==> src/rtl/core/sct_pkg.sv <==
// ---------------------------------------------------------------------------
// sct_pkg
// types, codes and character constants of the source character tokenizer
// ---------------------------------------------------------------------------
package sct_pkg;

  localparam int PosWidth  = 16;
  localparam int FifoDepth = 4;

  localparam logic [PosWidth-1:0] PosMax = {PosWidth{1'b1}};

  typedef enum logic [2:0] {
    ModeIdle  = 3'd0,
    ModeNum   = 3'd1,
    ModeIdent = 3'd2,
    ModeStr   = 3'd3,
    ModeEsc   = 3'd4,
    ModeColon = 3'd5,
    ModeHalt  = 3'd6
  } mode_t;

  typedef enum logic [1:0] {
    EvText  = 2'd0,
    EvDone  = 2'd1,
    EvError = 2'd2
  } event_kind_t;

  typedef enum logic [3:0] {
    TkId     = 4'd0,
    TkStr    = 4'd1,
    TkNat    = 4'd2,
    TkPlus   = 4'd3,
    TkSemi   = 4'd4,
    TkDcolon = 4'd5,
    TkColon  = 4'd6,
    TkLpar   = 4'd7,
    TkRpar   = 4'd8,
    TkLbrace = 4'd9,
    TkRbrace = 4'd10,
    TkComma  = 4'd11
  } token_kind_t;

  localparam logic OpChar = 1'b0;
  localparam logic OpEnd  = 1'b1;

  localparam logic [7:0] ChTab    = 8'h09;
  localparam logic [7:0] ChLf     = 8'h0A;
  localparam logic [7:0] ChVt     = 8'h0B;
  localparam logic [7:0] ChCr     = 8'h0D;
  localparam logic [7:0] ChSpace  = 8'h20;
  localparam logic [7:0] ChQuote  = 8'h22;
  localparam logic [7:0] ChLpar   = 8'h28;
  localparam logic [7:0] ChRpar   = 8'h29;
  localparam logic [7:0] ChPlus   = 8'h2B;
  localparam logic [7:0] ChComma  = 8'h2C;
  localparam logic [7:0] ChZero   = 8'h30;
  localparam logic [7:0] ChNine   = 8'h39;
  localparam logic [7:0] ChColon  = 8'h3A;
  localparam logic [7:0] ChSemi   = 8'h3B;
  localparam logic [7:0] ChUpA    = 8'h41;
  localparam logic [7:0] ChUpZ    = 8'h5A;
  localparam logic [7:0] ChBslash = 8'h5C;
  localparam logic [7:0] ChUnder  = 8'h5F;
  localparam logic [7:0] ChLowA   = 8'h61;
  localparam logic [7:0] ChLowN   = 8'h6E;
  localparam logic [7:0] ChLowR   = 8'h72;
  localparam logic [7:0] ChLowZ   = 8'h7A;
  localparam logic [7:0] ChLbrace = 8'h7B;
  localparam logic [7:0] ChRbrace = 8'h7D;

  typedef struct packed {
    logic       operation;
    logic [7:0] char_code;
  } char_item_t;

  typedef struct packed {
    logic [1:0]          event_kind;
    logic [3:0]          token_kind;
    logic [7:0]          text_char;
    logic [PosWidth-1:0] line_number;
    logic [PosWidth-1:0] column_number;
    logic                last;
  } evt_item_t;

  // events caused by one item, in order
  typedef struct packed {
    logic [1:0] count;
    evt_item_t  first;
    evt_item_t  second;
  } step_res_t;

  function automatic logic is_digit(logic [7:0] c);
    return (c >= ChZero) && (c <= ChNine);
  endfunction

  function automatic logic is_alpha(logic [7:0] c);
    return ((c >= ChLowA) && (c <= ChLowZ)) || ((c >= ChUpA) && (c <= ChUpZ))
           || (c == ChUnder);
  endfunction

  function automatic logic [PosWidth-1:0] sat_inc(logic [PosWidth-1:0] v);
    return (v == PosMax) ? v : v + 1'b1;
  endfunction

  function automatic evt_item_t make_evt(event_kind_t ev, token_kind_t tk,
                                         logic [7:0] ch, logic [PosWidth-1:0] row,
                                         logic [PosWidth-1:0] col);
    evt_item_t e;
    e.event_kind    = ev;
    e.token_kind    = tk;
    e.text_char     = ch;
    e.line_number   = row;
    e.column_number = col;
    e.last          = 1'b0;
    return e;
  endfunction

endpackage

==> src/rtl/core/sct_step.sv <==
// ---------------------------------------------------------------------------
// sct_step
// one lexer step: mode, row and column update and up to two events
// ---------------------------------------------------------------------------
module sct_step
  import sct_pkg::*;
(
  input  char_item_t          item,
  input  mode_t               mode,
  input  logic [PosWidth-1:0] row,
  input  logic [PosWidth-1:0] col,
  output mode_t               mode_next,
  output logic [PosWidth-1:0] row_next,
  output logic [PosWidth-1:0] col_next,
  output step_res_t           res
);

  logic [7:0]          c;
  logic [PosWidth-1:0] col_inc;
  logic                single_ok;
  token_kind_t         single_tk;

  logic                idle_emit;
  evt_item_t           idle_ev;
  mode_t               idle_mode;
  logic [PosWidth-1:0] idle_row;
  logic [PosWidth-1:0] idle_col;

  logic                own_emit;
  evt_item_t           own_ev;
  logic                use_idle;
  logic                second_ok;

  assign c       = item.char_code;
  assign col_inc = sat_inc(col);

  always_comb begin
    single_ok = 1'b1;
    single_tk = TkPlus;
    case (c)
      ChPlus:   single_tk = TkPlus;
      ChSemi:   single_tk = TkSemi;
      ChComma:  single_tk = TkComma;
      ChLpar:   single_tk = TkLpar;
      ChRpar:   single_tk = TkRpar;
      ChLbrace: single_tk = TkLbrace;
      ChRbrace: single_tk = TkRbrace;
      default:  single_ok = 1'b0;
    endcase
  end

  // character seen by an idle lexer, position not yet moved this item
  always_comb begin
    idle_emit = 1'b0;
    idle_ev   = make_evt(EvText, TkId, 8'h00, row, col);
    idle_mode = ModeIdle;
    idle_row  = row;
    idle_col  = col;
    if (c == ChSpace || c == ChCr || c == ChTab || c == ChVt) begin
      idle_col = col_inc;
    end else if (c == ChLf) begin
      idle_row = sat_inc(row);
      idle_col = '0;
    end else if (is_digit(c)) begin
      idle_emit = 1'b1;
      idle_ev   = make_evt(EvText, TkNat, c, row, col);
      idle_col  = col_inc;
      idle_mode = ModeNum;
    end else if (is_alpha(c)) begin
      idle_emit = 1'b1;
      idle_ev   = make_evt(EvText, TkId, c, row, col);
      idle_col  = col_inc;
      idle_mode = ModeIdent;
    end else if (c == ChQuote) begin
      idle_col  = col_inc;
      idle_mode = ModeStr;
    end else if (c == ChColon) begin
      idle_col  = col_inc;
      idle_mode = ModeColon;
    end else if (single_ok) begin
      idle_emit = 1'b1;
      idle_ev   = make_evt(EvDone, single_tk, 8'h00, row, col);
      idle_col  = col_inc;
    end else begin
      idle_emit = 1'b1;
      idle_ev   = make_evt(EvError, TkId, c, row, col);
      idle_mode = ModeHalt;
    end
  end

  always_comb begin
    own_emit  = 1'b0;
    own_ev    = make_evt(EvDone, TkId, 8'h00, row, col);
    use_idle  = 1'b0;
    mode_next = mode;
    row_next  = row;
    col_next  = col;
    if (item.operation == OpEnd) begin
      mode_next = ModeIdle;
      row_next  = PosWidth'(1);
      col_next  = '0;
      unique case (mode)
        ModeNum: begin
          own_emit = 1'b1;
          own_ev   = make_evt(EvDone, TkNat, 8'h00, row, col);
        end
        ModeIdent: begin
          own_emit = 1'b1;
          own_ev   = make_evt(EvDone, TkId, 8'h00, row, col);
        end
        ModeStr, ModeEsc: begin
          // unterminated string, a pending backslash is dropped
          own_emit = 1'b1;
          own_ev   = make_evt(EvDone, TkStr, 8'h00, row, col);
        end
        ModeColon: begin
          own_emit = 1'b1;
          own_ev   = make_evt(EvDone, TkColon, 8'h00, row, col);
        end
        default: begin
        end
      endcase
    end else begin
      unique case (mode)
        ModeHalt: begin
        end
        ModeNum: begin
          if (is_digit(c)) begin
            own_emit = 1'b1;
            own_ev   = make_evt(EvText, TkNat, c, row, col);
            col_next = col_inc;
          end else begin
            own_emit = 1'b1;
            own_ev   = make_evt(EvDone, TkNat, 8'h00, row, col);
            use_idle = 1'b1;
          end
        end
        ModeIdent: begin
          if (is_alpha(c) || is_digit(c)) begin
            own_emit = 1'b1;
            own_ev   = make_evt(EvText, TkId, c, row, col);
            col_next = col_inc;
          end else begin
            own_emit = 1'b1;
            own_ev   = make_evt(EvDone, TkId, 8'h00, row, col);
            use_idle = 1'b1;
          end
        end
        ModeStr: begin
          if (c == ChQuote) begin
            own_emit  = 1'b1;
            own_ev    = make_evt(EvDone, TkStr, 8'h00, row, col_inc);
            col_next  = col_inc;
            mode_next = ModeIdle;
          end else if (c == ChBslash) begin
            col_next  = col_inc;
            mode_next = ModeEsc;
          end else begin
            own_emit = 1'b1;
            own_ev   = make_evt(EvText, TkStr, c, row, col);
            col_next = col_inc;
          end
        end
        ModeEsc: begin
          own_emit  = 1'b1;
          own_ev    = make_evt(EvText, TkStr,
                               (c == ChLowN) ? ChLf : ((c == ChLowR) ? ChCr : c),
                               row, col);
          col_next  = col_inc;
          mode_next = ModeStr;
        end
        ModeColon: begin
          if (c == ChColon) begin
            own_emit  = 1'b1;
            own_ev    = make_evt(EvDone, TkDcolon, 8'h00, row, col_inc);
            col_next  = col_inc;
            mode_next = ModeIdle;
          end else begin
            own_emit = 1'b1;
            own_ev   = make_evt(EvDone, TkColon, 8'h00, row, col);
            use_idle = 1'b1;
          end
        end
        default: begin
          use_idle = 1'b1;
        end
      endcase
      if (use_idle) begin
        mode_next = idle_mode;
        row_next  = idle_row;
        col_next  = idle_col;
      end
    end
  end

  assign second_ok = use_idle && idle_emit;

  always_comb begin
    res        = '0;
    res.first  = own_ev;
    res.second = idle_ev;
    if (own_emit && second_ok) begin
      res.count       = 2'd2;
      res.second.last = 1'b1;
    end else if (own_emit) begin
      res.count      = 2'd1;
      res.first.last = 1'b1;
    end else if (second_ok) begin
      res.count      = 2'd1;
      res.first      = idle_ev;
      res.first.last = 1'b1;
    end
  end

endmodule

==> src/rtl/core/sct_result_fifo.sv <==
// ---------------------------------------------------------------------------
// sct_result_fifo
// small event queue, takes up to two events a cycle and gives one
// ---------------------------------------------------------------------------
module sct_result_fifo
  import sct_pkg::*;
(
  input  logic                             clk,
  input  logic                             rst,
  input  logic                             wr_en,
  input  step_res_t                        wr_data,
  output logic [$clog2(FifoDepth+1)-1:0]   space,
  output logic                             evt_valid,
  input  logic                             evt_ready,
  output evt_item_t                        evt_item
);

  localparam int PtrW = $clog2(FifoDepth);
  localparam int CntW = $clog2(FifoDepth + 1);

  evt_item_t        mem [FifoDepth];
  logic [PtrW-1:0]  wr_ptr;
  logic [PtrW-1:0]  rd_ptr;
  logic [CntW-1:0]  count;
  logic [CntW-1:0]  count_next;
  logic [1:0]       wr_num;
  logic             rd_en;

  assign wr_num    = wr_en ? wr_data.count : 2'd0;
  assign rd_en     = evt_valid && evt_ready;
  assign evt_valid = (count != '0);
  assign evt_item  = mem[rd_ptr];
  assign space     = CntW'(FifoDepth) - count;

  assign count_next = count + CntW'(wr_num) - CntW'(rd_en);

  always_ff @(posedge clk) begin
    if (rst) begin
      wr_ptr <= '0;
      rd_ptr <= '0;
      count  <= '0;
    end else begin
      wr_ptr <= wr_ptr + PtrW'(wr_num);
      rd_ptr <= rd_ptr + PtrW'(rd_en);
      count  <= count_next;
    end
  end

  always_ff @(posedge clk) begin
    if (wr_num != 2'd0) begin
      mem[wr_ptr] <= wr_data.first;
    end
    if (wr_num == 2'd2) begin
      mem[wr_ptr + PtrW'(1)] <= wr_data.second;
    end
  end

endmodule

==> src/rtl/core/source_char_tokenizer_core.sv <==
// ---------------------------------------------------------------------------
// source_char_tokenizer_core
// streaming lexer: one source character or end mark in, token events out
// ---------------------------------------------------------------------------
//  channel  direction  payload      handshake
//  char     in         char_item_t  char_valid / char_ready
//  evt      out        evt_item_t   evt_valid / evt_ready
//
//  an item is held in the input register, then one lexer step moves
//  it into a four-entry event queue: one item per cycle while the queue has
//  room, one event per cycle at the output while evt_ready is high
//  the step waits only while the queue lacks room for its events
//  reset empties both stages, mode idle, row 1, column 0
// ---------------------------------------------------------------------------
module source_char_tokenizer_core
  import sct_pkg::*;
(
  input  logic       clk,
  input  logic       rst,
  input  logic       char_valid,
  output logic       char_ready,
  input  char_item_t char_item,
  output logic       evt_valid,
  input  logic       evt_ready,
  output evt_item_t  evt_item
);

  localparam int CntW = $clog2(FifoDepth + 1);

  logic                in_full;
  char_item_t          in_item;
  logic                fire;
  logic [CntW-1:0]     space;

  mode_t               mode;
  mode_t               mode_next;
  logic [PosWidth-1:0] row;
  logic [PosWidth-1:0] row_next;
  logic [PosWidth-1:0] col;
  logic [PosWidth-1:0] col_next;
  step_res_t           res;

  sct_step u_step (
    .item      (in_item),
    .mode      (mode),
    .row       (row),
    .col       (col),
    .mode_next (mode_next),
    .row_next  (row_next),
    .col_next  (col_next),
    .res       (res)
  );

  // step only when the queue has room for every event of the item
  assign fire       = in_full && (CntW'(res.count) <= space);
  assign char_ready = !in_full || fire;

  always_ff @(posedge clk) begin
    if (rst) begin
      in_full <= 1'b0;
      mode    <= ModeIdle;
      row     <= PosWidth'(1);
      col     <= '0;
    end else begin
      if (char_ready) begin
        in_full <= char_valid;
      end
      if (fire) begin
        mode <= mode_next;
        row  <= row_next;
        col  <= col_next;
      end
    end
  end

  always_ff @(posedge clk) begin
    if (char_ready && char_valid) begin
      in_item <= char_item;
    end
  end

  sct_result_fifo u_fifo (
    .clk       (clk),
    .rst       (rst),
    .wr_en     (fire),
    .wr_data   (res),
    .space     (space),
    .evt_valid (evt_valid),
    .evt_ready (evt_ready),
    .evt_item  (evt_item)
  );

endmodule

==> config.mk <==
export PLATFORM = sky130hd
export DESIGN_NAME = source_char_tokenizer_core
export DESIGN_NICKNAME = d
export VERILOG_FILES = /design/src/rtl/core/sct_pkg.sv /design/src/rtl/core/sct_step.sv /design/src/rtl/core/sct_result_fifo.sv /design/src/rtl/core/source_char_tokenizer_core.sv
export SDC_FILE = /design/constraint.sdc
export NUM_CORES = 1
export LEC_CHECK = 0
export ABC_AREA = 1
export BUFFER_PORTS_ARGS = -buffer_cell sky130_fd_sc_hd__buf_4
export CORE_MARGIN = 1.5
export CORE_UTILIZATION = 35
export CTS_CLUSTER_DIAMETER = 60
export DETAILED_ROUTE_END_ITERATION = 6
export RECOVER_POWER = 25
export SYNTH_ARGS = -nofsm -noshare
export SYNTH_HDL_FRONTEND = slang
export SYNTH_SLANG_ARGS = --single-unit
==> constraint.sdc <==
create_clock -name clk -period 17.3 [get_ports clk]
set_input_delay 3.46 -clock clk [delete_from_list [all_inputs] [get_ports clk]]
set_output_delay 3.46 -clock clk [all_outputs]
set_load 0.02 [all_outputs]
=== After elaboration in Yosys (flattened, before gate mapping) ===
Memories as Yosys holds them, arrays and structs flattened. A register that Yosys moved wholly into a read port is not among the register bits.
Index checks and enable logic that the tools add are counted.

* Register bits after elaboration: 52
* Bits in latches: 0
* RAM bits: 188
* Bits in read-only memories: 0
* Logic and storage cells: 169
* Memories: 1

{| class="wikitable"
|+ Memory list
! name !! words !! bits a word !! rd ports !! clocked after Yosys merged registers in !! write ports !! line !! text
|-
| u_fifo.mem || 4 || 47 || 1 || 1 || 2 || sct_result_fifo.sv:21 || <nowiki>evt_item_t mem [FifoDepth];</nowiki>
|}

* $add $sub $neg: 8
* Multipliers: 0
* Divide/modulo/power cells: 0
* $lt $le $gt $ge: 7
* Equal/unequal tests: 34
* Shifts and indexed selects: 0
* Muxes and demuxes: 80
* Bitwise logic cells: 0
* Reduce and logical (&&, ||, !) cells: 30

{| class="wikitable"
|+ Operators with widths
! operator !! count
|-
| $mux 47 || 10
|-
| $mux 16 || 18
|-
| $pmux 47 s5 || 1
|-
| $mux 46 || 4
|-
| $pmux 44 s3 || 1
|-
| $eq 8x6->1 const B || 8
|-
| $pmux 16 s4 || 1
|-
| $eq 8x7->1 const B || 6
|-
| $mux 48 || 1
|-
| $mux 43 || 1
|-
| $mux 3 || 12
|-
| $add 16x1->16 const B || 2
|-
| $eq 16x16->1 const B || 2
|-
| $eq 8x4->1 const B || 4
|-
| $pmux 4 s6 || 1
|-
| $mux 1 || 21
|-
| $ge 8x7->1 const B || 2
|-
| $le 8x7->1 const B || 2
|-
| $mux 8 || 2
|-
| $ne 4x2->1 const B || 3
|-
| $eq 3x3->1 const B || 3
|-
| $ne 9x2->1 const B || 1
|-
| $pmux 3 s3 || 1
|-
| $ge 8x6->1 const B || 1
|-
| other kinds (31) || 51
|}

=== Logic depth before layout (Yosys ltp) ===
* Word-level depth: 19
* Depth in mapped cells: 24

=== Hierarchy ===
A second synthesis with hierarchy kept.

* Cells, all modules: 2,407
* Area, all modules: 16,799.9 um2

{| class="wikitable"
|+ Modules (own cells, without submodules)
! module !! times used !! cells each !! area an instance (um2) !! seq. area each (um2)
|-
| sct_result_fifo || 1 || 1,252 || 10,415.0 || 5,785.5
|-
| sct_step || 1 || 901 || 4,406.7 || 0.0
|-
| source_char_tokenizer_core || 1 || 254 || 1,978.1 || 991.0
|}

=== Worst setup path after synthesis ===
No wires, ideal clock.

* Kind: reg-to-reg
* Start: register in_item[7] (netlist bit)
* End: memory u_fifo.mem[0][0] (netlist bit), enable pin
* Data arrival time: 6.009 ns
* Required time: 16.778 ns
* Slack: 10.768 ns
* Stages on the path, launching flop included: 18
* Buffers on the path: 0
* Cell sequence: edfxtp_1 nor2_1 nand2_1 nor2_4 nor2_4 nor2_8 nand2_4 nand2_1 nor3_1 ha_1 inv_1 ha_1 nand2_1 nand3_1 nand2_1 inv_2 o21ai_0 o31ai_1

{| class="wikitable"
|+ RTL lines
! element !! line !! text
|-
| start: declaration || source_char_tokenizer_core.sv:31 || <nowiki>char_item_t in_item;</nowiki>
|-
| start signal: assignment || source_char_tokenizer_core.sv:78 || <nowiki>in_item <= char_item;</nowiki>
|-
| end: declaration || sct_result_fifo.sv:21 ||
|}

=== Worst setup path in the final report ===
* Start: register in_item[2] (netlist bit)
* End: output port char_ready

* Word-level cells in the longest chain between the ends: 16

{| class="wikitable"
|+ RTL lines
! element !! line !! text
|-
| $ge 8x7->1 or $le 8x7->1 (tied branches) || sct_pkg.sv:97 || <nowiki>return ((c >= ChLowA) && (c <= ChLowZ)) || ((c >= ChUpA) && (c <= ChUpZ))</nowiki>
|-
| $logic_and 1x1->1 || sct_pkg.sv:97 ||
|-
| $logic_or 1x1->1 || sct_pkg.sv:97 ||
|-
| $logic_or 1x1->1 || sct_pkg.sv:98 || <nowiki>|| (c == ChUnder);</nowiki>
|-
| $logic_or 1x1->1 || sct_step.sv:139 || <nowiki>if (is_alpha(c) || is_digit(c)) begin</nowiki>
|-
| $mux 1 || sct_step.sv:139 ||
|-
| $pmux 1 s4 || sct_step.sv:124 || <nowiki>unique case (mode)</nowiki>
|-
| $mux 1 (2 in a row) || sct_step.sv:98 || <nowiki>if (item.operation == OpEnd) begin</nowiki>
|-
| $logic_and 1x1->1 || sct_step.sv:196 || <nowiki>assign second_ok = use_idle && idle_emit;</nowiki>
|-
| $mux 48 || sct_step.sv:208 || <nowiki>end else if (second_ok) begin</nowiki>
|-
| $mux 2 || sct_step.sv:205 || <nowiki>end else if (own_emit) begin</nowiki>
|-
| $mux 2 (*) || sct_step.sv:202 || <nowiki>if (own_emit && second_ok) begin</nowiki>
|-
| $le 2x3->1 (*) || source_char_tokenizer_core.sv:55 || <nowiki>assign fire = in_full && (CntW'(res.count) <= space);</nowiki>
|-
| $logic_and 1x1->1 (*) || source_char_tokenizer_core.sv:55 ||
|-
| $logic_or 1x1->1 (*) || source_char_tokenizer_core.sv:56 || <nowiki>assign char_ready = !in_full || fire;</nowiki>
|-
| end: declaration || source_char_tokenizer_core.sv:21 || <nowiki>output logic char_ready,</nowiki>
|}

Every way passes the cells marked *; elsewhere a longest branch is shown, timed or not. The select of a mux whose other input is x is not followed.

==> impl_metrics.py <==
metrics = {
    "worst_setup_path": {
        "critPathCaptureType": "primary output",
        "critPathKind": "reg2out",
        "cp_max_fo": 10,
        "crit_path_start_kind": "flip-flop",
        "worst-endpoint-arrival_ns": 4.09,
        "required_ns": 13.84,
    },
    "grt": {
        "grtUsageTotal_pct": 18.9,
        "grt_pass1_wl_mm": 54.2,
        "grt_pass1_vias": 9513,
        "grt_max_degree": 55,
        "grt_overflow": 0,
        "antenna_found_initial": 0,
    },
    "job": {
        "maxCapViolations": 1,
    },
    "clocking": {
        "cts.hold.buffers_added": 0,
        "cts.path.max_buffers": 3,
        "cts_setup_buffers": 0,
        "ctsRootBufferMaster": "clkbuf_16",
        "cts.clk_slew.worst_paths_ns": 0.06,
        "cts_buffers": 27,
        "clkSinkCount": 240,
        "htree_num_levels": 1,
        "cts_tree": "done",
        "clk_latency_ns": 0.53,
        "postCtsResizedCells": 0,
    },
    "sta": {
        "setup_slack_ns": 9.75,
        "finClkSkew_ns": 0.0119,
        "finalCritPeriodShare_pct": 43.7,
        "slew_headroom_pct": -3.88,
        "finalMaxSlewViolations": 31,
        "tightest_slew_ns": 1.56,
        "setup_viol": 0,
        "tns_ns": 0,
        "max_freq_mhz": 132,
        "fin_crit_ns": 7.55,
        "finalHoldViolCount": 0,
        "rsz0062_at_grt": "false",
    },
    "run_status": {
        "status": "finished, violations left",
        "failed_checks": "max-capacitance violations, max-slew violations",
    },
    "synthesis": {
        "synthArstFlopShare_pct": 0,
        "synthTopCellsByArea": "edfxtp_1 47%, nand2_1 9.1%, o21ai_0 8.1%",
        "syn_area_per_cell_sq_um": 8.75,
        "synthesis.instances": 1437,
        "synth_commonest_cells": "306 x nand2_1, 208 x nor2_1, 204 x o21ai_0",
        "synth-edff-count": 197,
        "synthFlopType": "edfxtp_1",
        "synth.ff_latch_count": 240,
        "synth_seq_area_share_pct": 53.9,
        "yosys_warnings": 0,
        "synth_most_common_cell": "nand2_1",
        "syn_area_sq_um": 12600,
        "synth_fp_nets": 1463,
        "yosysTopAreaCell": "edfxtp_1",
        "netlist-cell-type-count": 45,
        "netlist.area_leader.share_pct": 47.0,
    },
    "power": {
        "pwr_density_cell_nw_per_um2": 183,
        "p_sw_mw": 1.12,
        "power.leakage_nw": 5.26,
        "power_frac_seq_pct": 34.0,
        "comb_power_share_pct": 45.3,
        "ir_worst_vdd_mv": 0.0981,
        "internal_power_mw": 1.47,
        "swShare_pct": 43.3,
        "clkPwrFrac_pct": 20.7,
    },
    "placed_design": {
        "post-place-ws_ns": 10.91,
        "hpwlAfterDp_mm": 22.9,
        "gp_routability_congestion": 0.889,
        "numPlacedInstances": 1902,
        "port_buffers": 61,
    },
    "detailed_routing": {
        "routedWlPerCell_microns": 17.8,
        "viasPerCell": 5.22,
        "vias": 10188,
        "first_pass_iters": 7,
        "routed_wl_mm": 34.8,
        "drc_errors": 0,
        "antenna_left": 0,
        "drt-initial-drc-count": 721,
    },
    "floorplan": {
        "initial_core_util_pct": 35.4,
        "die_area_sq_um": 37100,
        "dieHeight_microns": 193,
        "die_w_microns": 193,
        "core_area_sq_um": 35500,
        "placementRows": 69,
        "ios": 62,
    },
    "layout": {
        "fin_nets": 1496,
        "final_layout_size_suffix_gt1_share_pct": 12.8,
        "n_antenna_cell": 0,
        "final_cell_count_no_fill": 1951,
        "area_growth_pct": 13.0,
        "fin_util_pct": 40.0,
    },
    "worst_hold_path": {
        "hold_path.class": "reg2reg",
    },
}
==> layout make-up <==
class / count / area (sq um)
clock buffer: 35 / 747
clock inverter: 14 / 92.6
fill: 3489 / 21300
inverter: 102 / 383
multi-input combinational: 1022 / 5060
sequential: 240 / 6780
tap: 461 / 577
timing repair buffer: 77 / 567
==> state kept, by name, summed over array words and instances, names as in the netlist <==
name           count
col               16
in_full            1
in_item            9
mode               3
row               16
u_fifo.count       3
u_fifo.mem       188
u_fifo.rd_ptr      2
u_fifo.wr_ptr      2
==> through the flow <==
stage | area, sq um | hold slack, ns | power [mW]
5_1_grt | 14200 | 0.546 | 2.78
2_1_floorplan | 12600 | 0.478 | 1.73
4_1_cts | 14300 | 0.514 | 2.62
6_report | 14200 | 0.515 | 2.59
3_5_place_dp | 13400 | 0.507 | 2.08
3_3_place_gp | 13400 | 0.496 | 2.06
==> kinds of logic (layout without fill, tap and decap cells) <==
| kind of cell | count (synthesis) | after routing | synth area share [%] |
|---|---|---|---|
| fa+ha+maj | 13 | 13 | 1.35 |
| buf+inv | 175 | 228 | 6.06 |
| compound gates | 316 | 316 | 13.9 |
| flops | 240 | 240 | 53.9 |
| simple gates | 674 | 674 | 23.5 |
| xor+xnor | 19 | 19 | 1.32 |
==> cell usage in the layout (no fill, tap or decap), drive strengths merged, types with 5 or more instances in the layout <==
master	instances
a21oi	23
nor3	29
ha	12
buf	65
nor2	226
inv	104
clkbuf	47
xnor2	5
nand2	326
dfxtp	43
o31ai	5
clkinv	12
o22ai	53
nand3	69
nand4	16
o21ai	226
xor2	14
edfxtp	197
==> worst max-delay path, cell delays in order (launching register included) <==
cell and delay [ns]:
edfxtp_1 0.49, inv_1 0.23, nand2_1 0.18, nor2_1 0.20
nand2_1 0.07, nand2_1 0.10, nand2_1 0.20, nand2_1 0.24
nand2_1 0.32, nand2_1 0.19, nor3_1 0.07, ha_1 0.33
inv_1 0.15, ha_1 0.25, nand2_1 0.08, nand4_1 0.23
buf_4 0.24
==> worst paths after layout <==
check | slack [ns] | startpoint | end | depth (start not counted)
worst max-delay path | 9.75 | in_item[2]$_DFFE_PP_ | char_ready | 16
worst min-delay path | 0.51 | col[5]$_SDFFE_PP0P_ | col[5]$_SDFFE_PP0P_ | 2
worst max register to register | 11.36 | in_item[2]$_DFFE_PP_ | u_fifo.mem[3][7]$_DFFE_PP_ | 24
worst min register to register | 0.51 | col[5]$_SDFFE_PP0P_ | col[5]$_SDFFE_PP0P_ | 2
==> power by group through the flow <==
stage               logic [mW]  clock network (mW)  registers [mW]
floorplan                0.865                   0           0.862
global placement          1.17                   0           0.890
detailed placement        1.19                   0           0.894
CTS                       1.19               0.546           0.882
global route              1.31               0.574           0.894
finish                    1.17               0.537           0.882
==> metal layers <==
metal	global-route usage (%)	wire, microns	up-vias	share of wire (%)
met5	0	0	-	0
li1	-	-	4991	-
met1	25.5	15700	4874	45
met4	5.10	787	0	2.3
met3	2.49	1890	53	5.4
met2	31.8	16400	270	47
No activity file was read; power rests on OpenSTA's default activity.
